==> src/rtl/huffman_lookup_table_decoder_defines.svh <==
// huffman_lookup_table_decoder_defines.svh
// Assertion macros for the table-driven Huffman decoder RTL.
// No dependencies; expects clk and rst_n in the including module.
`ifndef HUFFMAN_LOOKUP_TABLE_DECODER_DEFINES_SVH
`define HUFFMAN_LOOKUP_TABLE_DECODER_DEFINES_SVH
`ifndef NO_ASSERTIONS
// Property checked at every clock edge outside reset
`define HLD_ASSERT(lbl, prop, msg) \
  lbl: assert property (@(posedge clk) disable iff (!rst_n) prop) else $error(msg);
// Antecedent in one cycle, consequent in the next
`define HLD_ASSERT_NEXT(lbl, ante, cons, msg) \
  lbl: assert property (@(posedge clk) disable iff (!rst_n) (ante) |=> (cons)) \
    else $error(msg);
`else
`define HLD_ASSERT(lbl, prop, msg)
`define HLD_ASSERT_NEXT(lbl, ante, cons, msg)
`endif
`endif

==> src/rtl/hltd_pkg.sv <==
// hltd_pkg.sv
// Shared widths, reset values, codes and structs for the Huffman decoder.
// No dependencies.
`default_nettype none

package hltd_pkg;

  // Parameter defaults
  localparam int MAX_CODE_BITS_DEF = 12;
  localparam int TABLE_SETS_DEF    = 3;

  // Fixed field widths
  localparam int VALUE_W   = 16;
  localparam int LEN_W     = 4;
  localparam int BYTE_W    = 8;
  localparam int SEL_W     = 2;
  localparam int CL_W      = 4;
  localparam int FRAME_W   = 20;
  localparam int ENTRY_W   = VALUE_W + LEN_W;
  localparam int CFG_IDX_W = 2;
  localparam int CFG_W     = FRAME_W;

  // Queue between front and back
  localparam int QUEUE_DEPTH = 2;

  // Configuration reset values
  localparam logic [SEL_W-1:0]   SEL_RESET   = 2'd0;
  localparam logic [CL_W-1:0]    CL_RESET    = 4'd12;
  localparam logic [FRAME_W-1:0] FRAME_RESET = 20'd307200;

  // Configuration register indexes
  typedef enum logic [CFG_IDX_W-1:0] {
    CFG_TABLE_SELECT  = 2'd0,
    CFG_CODE_LENGTH   = 2'd1,
    CFG_FRAME_SAMPLES = 2'd2
  } cfg_idx_t;

  // Input operation codes
  typedef enum logic [0:0] {
    OP_LOAD = 1'b0,
    OP_BYTE = 1'b1
  } op_t;

  // Classified item from front to back
  typedef struct packed {
    op_t                       op;
    logic                      load_ok;
    logic signed [VALUE_W-1:0] value;
    logic [LEN_W-1:0]          length;
    logic [BYTE_W-1:0]         stream_bits;
    logic                      fin;
  } cmd_t;

  // Effective configuration, already clamped
  typedef struct packed {
    logic [SEL_W-1:0]   set;
    logic [CL_W-1:0]    cl;
    logic [FRAME_W-1:0] limit;
  } cfg_t;

  // One result item
  typedef struct packed {
    logic signed [VALUE_W-1:0] value;
    logic [LEN_W-1:0]          used;
    logic                      bad;
    logic                      fend;
    logic                      shrt;
    logic                      last;
  } res_t;

endpackage

`default_nettype wire

==> src/rtl/hltd_queue.sv <==
// hltd_queue.sv
// Short FIFO decoupling the front end from the decode engine.
// Depends on hltd_pkg and the assertion macro header.
`default_nettype none
`include "huffman_lookup_table_decoder_defines.svh"

module hltd_queue #(
  parameter int ADDR_W = hltd_pkg::MAX_CODE_BITS_DEF + 2
) (
  input  wire logic              clk,
  input  wire logic              rst_n,
  input  wire logic              push_valid,
  output logic                   push_ready,
  input  wire hltd_pkg::cmd_t    push_cmd,
  input  wire logic [ADDR_W-1:0] push_addr,
  output logic                   pop_valid,
  input  wire logic              pop_ready,
  output hltd_pkg::cmd_t         pop_cmd,
  output logic [ADDR_W-1:0]      pop_addr
);

  localparam int DEPTH = hltd_pkg::QUEUE_DEPTH;
  localparam int PTR_W = (DEPTH > 1) ? $clog2(DEPTH) : 1;
  localparam int CNT_W = $clog2(DEPTH + 1);

  hltd_pkg::cmd_t    cmd_r  [DEPTH];
  logic [ADDR_W-1:0] addr_r [DEPTH];
  logic [PTR_W-1:0]  wr_ptr_r, wr_ptr_nxt;
  logic [PTR_W-1:0]  rd_ptr_r, rd_ptr_nxt;
  logic [CNT_W-1:0]  count_r, count_nxt;
  logic              push_fire, pop_fire;

  assign push_ready = (count_r < CNT_W'(DEPTH));
  assign pop_valid  = (count_r != '0);
  assign push_fire  = push_valid && push_ready;
  assign pop_fire   = pop_valid && pop_ready;
  assign pop_cmd    = cmd_r[rd_ptr_r];
  assign pop_addr   = addr_r[rd_ptr_r];

  // Pointer and occupancy update
  always_comb begin
    wr_ptr_nxt = wr_ptr_r;
    rd_ptr_nxt = rd_ptr_r;
    count_nxt  = count_r;
    if (push_fire) begin
      wr_ptr_nxt = (wr_ptr_r == PTR_W'(DEPTH - 1)) ? '0 : wr_ptr_r + 1'b1;
    end
    if (pop_fire) begin
      rd_ptr_nxt = (rd_ptr_r == PTR_W'(DEPTH - 1)) ? '0 : rd_ptr_r + 1'b1;
    end
    if (push_fire && !pop_fire) begin
      count_nxt = count_r + 1'b1;
    end else if (pop_fire && !push_fire) begin
      count_nxt = count_r - 1'b1;
    end
  end

  always_ff @(posedge clk) begin
    if (!rst_n) begin
      wr_ptr_r <= '0;
      rd_ptr_r <= '0;
      count_r  <= '0;
    end else begin
      wr_ptr_r <= wr_ptr_nxt;
      rd_ptr_r <= rd_ptr_nxt;
      count_r  <= count_nxt;
    end
  end

  // Entry storage
  always_ff @(posedge clk) begin
    if (push_fire) begin
      cmd_r[wr_ptr_r]  <= push_cmd;
      addr_r[wr_ptr_r] <= push_addr;
    end
  end

  `HLD_ASSERT(a_queue_count_bound, count_r <= CNT_W'(DEPTH), "queue occupancy above depth")

endmodule

`default_nettype wire

==> config.mk <==
export PLATFORM = sky130hd
export DESIGN_NAME = hltd_queue
export DESIGN_NICKNAME = d
export VERILOG_FILES = /design/src/rtl/hltd_pkg.sv /design/src/rtl/hltd_queue.sv
export VERILOG_INCLUDE_DIRS = /design/src /design/src/rtl
export SDC_FILE = /design/constraint.sdc
export NUM_CORES = 1
export LEC_CHECK = 0
export ABC_AREA = 0
export BUFFER_PORTS_ARGS = -buffer_cell sky130_fd_sc_hd__buf_2
export CAP_MARGIN = 20
export CORE_ASPECT_RATIO = 0.8
export CORE_MARGIN = 2
export CORE_UTILIZATION = 51
export CTS_CLUSTER_SIZE = 40
export DETAILED_ROUTE_END_ITERATION = 8
export PLACE_DENSITY = 0.74
export SYNTH_ARGS = -nofsm -noshare
export SYNTH_HDL_FRONTEND = slang
export SYNTH_SLANG_ARGS = --single-unit
==> constraint.sdc <==
create_clock -name clk -period 2.7 [get_ports clk]
set_input_delay 0.135 -clock clk [delete_from_list [all_inputs] [get_ports clk]]
set_output_delay 0.135 -clock clk [all_outputs]
set_load 0.02 [all_outputs]
==> results.json, run 1 <==
{
  "num_vias": 1923,
  "ir_drop_v": 0.000588,
  "p_seq_frac": 0.484,
  "ys_ff_latch": 95,
  "r2r_end": "cmd_r[1][13]",
  "insertion_delay_ns": 0.34,
  "grt_usage": 0.183,
  "clk_path_buf_depth": 2,
  "grt_max_degree": 25,
  "drt_pass1_iterations": 4,
  "grt_antenna_before_repair": 0,
  "timing.final.hold_violations": 0,
  "synthesis.nets": 213,
  "layout_commonest_cell": "buf_2",
  "clkPwrFrac": 0.214,
  "grt_pass1_vias": 2033,
  "dp_slack_ns": 0.911,
  "placementRows": 26,
  "syn_to_final_growth_pct": 35.8,
  "syn_avg_cell_area_sq_um": 21.3,
  "nets": 363,
  "worst-setup-path-type": "reg2out",
  "crit_slowest_cell": "dfxtp_2",
  "vias_per_cell": 4.80,
  "critPathRequiredTime_ns": 2.57,
  "clock_sinks": 95,
  "reg2reg_depth": 3,
  "cts_tree": "built",
  "hpwl_mm": 3.88,
  "syn_area_sq_um": 3470,
  "io_buffers": 95,
  "swShare": 0.304,
  "fmaxAchievable_mhz": 509,
  "crit_path_max_fanout": 24,
  "crit_chain": "buf_12, mux2_2, buf_2",
  "wl_mm": 6.35,
  "slew_viol_final": 0,
  "die_h_microns": 77.8,
  "most-common-layout-cells": "buf_2, edfxtp_1, mux2_2, dlygate4sd3_1, clkbuf_8",
  "htree_levels": 3,
  "critical_path.startpoint_type": "register",
  "n_fill_cell": 421,
  "p_leak_uw": 0.00178,
  "crit_arrival_ns": 1.83,
  "holdPathStages": 2,
  "setup_slack_ns": 0.736,
  "rsz0062_at_grt": "no",
  "hold_start": "rst_n",
  "cts_buffers": 9,
  "io_pins": 96,
  "worst_pin_slew_ns": 0.566,
  "fin_hold_ws_ns": 0.0563,
  "min_to": "wr_ptr_r",
  "maxSlewHeadroom": 0.623,
  "fin_crit_ns": 1.96,
  "gp_congestion": 0.672,
  "fin_area_sq_um": 4710,
  "maxCapViolations": 0,
  "path_clk_slew_ns": 0.08,
  "die_w_microns": 96.2,
  "path_buf_inv": 2,
  "start_util": 0.536,
  "ys_seq_area_frac": 0.808,
  "critical_path.top_delay_family": "flip-flops",
  "synth-edff-count": 90,
  "hold_class": "in2reg",
  "cp_slowest_stage_delay_ns": 0.69,
  "core_sq_um": 6470,
  "drcViolationCount": 0,
  "r2r-start": "count_r[1]",
  "antennaDiodeCount": 0,
  "synth_cell_type_count": 18,
  "antenna_left": 0,
  "wire_per_inst_microns": 15.8,
  "yosys_warnings": 0,
  "switchingPower_uw": 1230,
  "comb_power_share": 0.303,
  "cts-root-buf": "clkbuf_8",
  "die_area_sq_um": 7480,
  "p_per_area_nw_per_um2": 859,
  "cellInternalPower_uw": 2820,
  "post-cts-setup-buffers": 0,
  "skew_ns": 0.00529,
  "setup_viol": 0,
  "synthArstFlopShare": 0,
  "synth_ff_type": "edfxtp_1",
  "timing.final.crit_share": 0.727,
  "gr-total-overflow": 0,
  "drt_iter0_drc": 79,
  "status": "complete, no violations",
  "postSynthCellCount": 163,
  "drive_gt1_frac": 0.511,
  "place_area_sq_um": 4070,
  "r2r_setup_slack_ns": 0.95,
  "post_cts_resized": 0,
  "fin_tns_setup_ns": 0,
  "cp-end-kind": "output pin",
  "grt_first_pass_wirelength_mm": 9.88
}
layer usage:
metal / share of wire / vias up / track usage
met5: 0 / - / 0
met4: 0.015 / 0 / 0.0443
met3: 0.063 / 11 / 0.0767
met1: 0.40 / 922 / 0.214
met2: 0.52 / 58 / 0.313
li1: - / 932 / -
worst max-delay path by stage:
| stage | startpoint | end | slack [ns] | depth (start not counted) |
|---|---|---|---|---|
| 4_1_cts | register | pop_addr[0] | 0.70 | 3 |
| 6_report | register | pop_cmd[13] | 0.74 | 3 |
| 2_1_floorplan | count_r[1] | addr_r[1][0] | 0.65 | 2 |
| 3_3_place_gp | count_r[1] | cmd_r[1][13] | 1.0 | 3 |
| 3_5_place_dp | count_r[1] | cmd_r[1][16] | 0.91 | 3 |
| 5_1_grt | register | pop_cmd[13] | 0.61 | 3 |
power by group through the flow:
stage | registers [uW] | clock network (uW) | logic, uW
after floorplan | 1930 | 0 | 852
after global placement | 1980 | 0 | 1170
after detailed placement | 1990 | 0 | 1180
after CTS | 1960 | 894 | 1240
after global routing | 1980 | 946 | 1310
final | 1960 | 865 | 1230
registers in the layout, indices dropped and copies added, names as in the netlist, named ones only:
| signal | flops |
|---|---|
| cmd_r | 62 |
| addr_r | 28 |
| count_r | 2 |
| rd_ptr_r | 1 |
| wr_ptr_r | 1 |
synth_stat cells, drive strengths merged (2+ instances only):
cell | instances | area share
buf | 5 | 0.010
dfxtp | 5 | 0.029
o21ai | 2 | 0.0029
edfxtp | 90 | 0.78
and2 | 4 | 0.0072
xnor2 | 2 | 0.0050
mux2 | 45 | 0.15
nor2b | 2 | 0.0036
area by class of cell:
class | instances | area, sq um | area share
Sequential cell | 95 | 2800 | 0.595
Multi-Input combinational cell | 62 | 631 | 0.134
Timing Repair Buffer | 144 | 981 | 0.208
Clock inverter | 6 | 62.6 | 0.0133
Inverter | 1 | 3.75 | 0.000797
Tap cell | 84 | 105 | 0.0223
Clock buffer | 9 | 124 | 0.0263
metrics by stage:
stage	std cells	total power [uW]	util
3_5_place_dp	341	3170	0.629
5_1_grt	401	4240	0.728
2_1_floorplan	163	2790	-
3_3_place_gp	341	3150	0.629
4_1_cts	401	4090	0.728
6_report	401	4050	0.728
worst register-to-register path: cells and delay by family (launching register included):
family,cells,cell delay (ns)
and+or+nand+nor,2,0.78
buffers and inverters,1,0.32
DFF,1,0.35
what timing repair did:
action | CTS | global route
hold buffers | 45 | 0
endpoints found under the setup margin | 0 | 0
hold endpoints to repair | 90 | 0
cell families (layout without fill, tap and decap cells):
kind of cell	Yosys count	in the layout	share of synthesized area
buf+inv	6	160	0.0112
compound gates	4	4	0.00721
mux	45	45	0.146
xor+xnor	3	3	0.00757
fa+ha+maj	1	1	0.00361
simple gates	9	9	0.0166
flops	95	95	0.808
(Power assumes the default switching activity.)
==> inputs of run 2 (changes only) <==
--- a/config.mk
+++ b/config.mk
@@ -6,15 +6,15 @@
 export SDC_FILE = /design/constraint.sdc
 export NUM_CORES = 1
 export LEC_CHECK = 0
-export ABC_AREA = 0
+export ABC_AREA = 1
 export BUFFER_PORTS_ARGS = -buffer_cell sky130_fd_sc_hd__buf_2
 export CAP_MARGIN = 20
 export CORE_ASPECT_RATIO = 0.8
 export CORE_MARGIN = 2
-export CORE_UTILIZATION = 51
+export CORE_UTILIZATION = 52
 export CTS_CLUSTER_SIZE = 40
 export DETAILED_ROUTE_END_ITERATION = 8
-export PLACE_DENSITY = 0.74
+export PLACE_DENSITY = 0.75
 export SYNTH_ARGS = -nofsm -noshare
 export SYNTH_HDL_FRONTEND = slang
 export SYNTH_SLANG_ARGS = --single-unit
==> constraint.sdc (replaced) <==
create_clock -name clk -period 2 [get_ports clk]
set_input_delay 0.1 -clock clk [delete_from_list [all_inputs] [get_ports clk]]
set_output_delay 0.1 -clock clk [all_outputs]
set_load 0.02 [all_outputs]
==> results.json, run 2 <==
{
  "synth-edff-count": 90,
  "status": "complete, no violations",
  "grt_max_degree": 34,
  "hold_start": "pop_ready",
  "gr-total-overflow": 0,
  "yosys.area.top_type_share": 0.733,
  "fmaxAchievable_mhz": 571,
  "syn_avg_cell_area_sq_um": 21.1,
  "dp_cells": 358,
  "largest_reg_flops": 62,
  "fin_crit_ns": 1.75,
  "final_core_util": 0.719,
  "n_fill_cell": 451,
  "seqCellArea_sq_um": 2800,
  "core_sq_um": 6860,
  "ys_ff_latch": 95,
  "cts-root-buf": "clkbuf_8",
  "maxSlewHeadroom": 0.708,
  "worst-setup-path-type": "reg2out",
  "synth_mux_area_frac": 0.178,
  "drt_iter0_drc": 53,
  "top_register": "cmd_r",
  "holdPathStages": 4,
  "grt_first_pass_wirelength_mm": 9.53,
  "worst_pin_slew_ns": 0.438,
  "rsz0062_at_grt": "no",
  "antennaDiodeCount": 0,
  "fin_area_sq_um": 4930,
  "vias_per_cell": 4.78,
  "synth_xor_xnor_area_share": 0,
  "critPathRequiredTime_ns": 1.90,
  "reg2reg_depth": 4,
  "htree_levels": 3,
  "maxCapViolations": 0,
  "gp_congestion": 0.756,
  "syn_area_sq_um": 3680,
  "yosys_warnings": 0,
  "cp-end-kind": "output pin",
  "skew_ns": 0.00582,
  "hpwl_mm": 3.86,
  "crit_arrival_ns": 1.65,
  "nets": 378,
  "die_h_microns": 79.3,
  "drive_gt1_frac": 0.491,
  "ys_seq_area_frac": 0.761,
  "slew_viol_final": 0,
  "io_pins": 96,
  "synthSimpleGateAreaFrac": 0.0173,
  "most-common-layout-cells": "buf_2, edfxtp_1, dlygate4sd3_1",
  "postSynthCellCount": 175,
  "insertion_delay_ns": 0.35,
  "die_area_sq_um": 7780,
  "clk_path_buf_depth": 2,
  "fin_cells": 419,
  "r2r-start": "count_r[1]",
  "place_area_sq_um": 4260,
  "antenna_left": 0,
  "die_w_microns": 98.1,
  "r2r_setup_slack_ns": 0.49,
  "synth-adder-area-share": 0.00340,
  "wl_mm": 6.13,
  "wire_per_inst_microns": 14.6,
  "yosys-top-cells-count": "edfxtp_1, mux2_4, inv_1, nand2_1, nor2_1",
  "min_to": "rd_ptr_r",
  "timing.final.crit_share": 0.875,
  "cts_buffers": 9,
  "num_vias": 2004,
  "timing.final.hold_violations": 0,
  "p_leak_uw": 0.00198,
  "path_clk_slew_ns": 0.08,
  "io_buffers": 95,
  "synthesis.nets": 225,
  "grt_pass1_vias": 2058,
  "grt_usage": 0.165,
  "ir_drop_v": 0.000840,
  "yosysMostFrequentCell": "edfxtp_1",
  "hold_class": "in2reg",
  "setup_viol": 0,
  "layout_commonest_cell": "buf_2",
  "p_per_area_nw_per_um2": 1180,
  "drcViolationCount": 0,
  "post-cts-setup-buffers": 0,
  "multi_input_area_sq_um": 776,
  "drt_pass1_iterations": 4,
  "start_util": 0.537,
  "largestRegisters": "cmd_r: 62 flops, addr_r: 28 flops, count_r: 2 flops",
  "fin_hold_ws_ns": 0.183,
  "synth_ff_type": "edfxtp_1",
  "placementRows": 27,
  "grt_antenna_before_repair": 0,
  "synth_top_family_by_area": "multiplexers",
  "synth_cell_type_count": 15,
  "clock_sinks": 95,
  "critical_path.startpoint_type": "register",
  "p_total_uw": 5810,
  "synth-compound-area-share": 0.00747,
  "r2r_end": "cmd_r[0][7]",
  "synth_area_leader_cell": "edfxtp_1",
  "cts_tree": "built",
  "synthArstFlopShare": 0,
  "ys_top_cells_by_area": "edfxtp_1, mux2_4, dfxtp_1",
  "syn_to_final_growth_pct": 33.9,
  "crit_path_max_fanout": 26
}
run 2: changes by cell type after synthesis, moves of 2 or more:
cell,previous run,this run
mux2_4,0,40
buf_12,0,4
a21oi_1,0,2
nand2_1,0,8
nor2b_1,2,0
and2_1,4,0
inv_1,1,8
buf_4,4,0
nor2_1,0,6
mux2_2,45,5
xnor2_1,2,0
run 2: cell families (layout without fill, tap and decap cells):
group	count (synthesis)	in the layout
buffers and inverters	13	170
adder cells (fa/ha/maj)	1	1
multiplexers	45	45
AND/OR/NAND/NOR	16	16
AO/OA/AOI/OAI	5	5
flip-flops	95	95
run 2: power breakdown:
group          switching, uW  total [uW]  internal [uW]
sequential               116        2660           2550
combinational           1010        1860            848
clock                    593        1290            694
run 2: critical path: stages, from the launching register on:
cell,delay [ns]
dfxtp_2,0.52
buf_12,0.27
mux2_2,0.36
buf_2,0.16
run 2: through the flow:
| step | worst slack [ns] | setup TNS, ns |
|---|---|---|
| 2_1_floorplan | -0.269 | -24.17 |
| 3_3_place_gp | 0.535 | 0 |
| 3_5_place_dp | 0.492 | 0 |
| 4_1_cts | 0.218 | 0 |
| 5_1_grt | 0.169 | 0 |
| 6_report | 0.250 | 0 |
run 2: worst max path at each step:
stage | startpoint | to | slack [ns] | cells past startpoint
6_report | register | pop_cmd[17] | 0.25 | 3
5_1_grt | register | pop_cmd[17] | 0.17 | 3
4_1_cts | register | pop_cmd[17] | 0.22 | 3
3_5_place_dp | count_r[1] | cmd_r[1][7] | 0.49 | 4
3_3_place_gp | count_r[1] | cmd_r[1][10] | 0.53 | 4
2_1_floorplan | count_r[1] | addr_r[0][0] | -0.27 | 3
run 2: timing repair:
item                      in CTS  in global routing
hold buffers                  46                  0
hold endpoints to repair      91                  0
resized for setup              0                  0
run 2: layer usage:
layer  track usage  share of wire  up-vias
met1         0.188           0.41      952
met2         0.286           0.51       75
met3        0.0563          0.056       12
met5             0              0        -
li1              -              -      965
met4        0.0736          0.019        0
run 2: cell type report:
type	count	area share
clock inverters	6	0.0172
repair buffers	147	0.204
well taps	87	0.0221
inverters	8	0.00609
multi-input cells	67	0.157
flip-flops and latches	95	0.568
clock buffers	9	0.0251
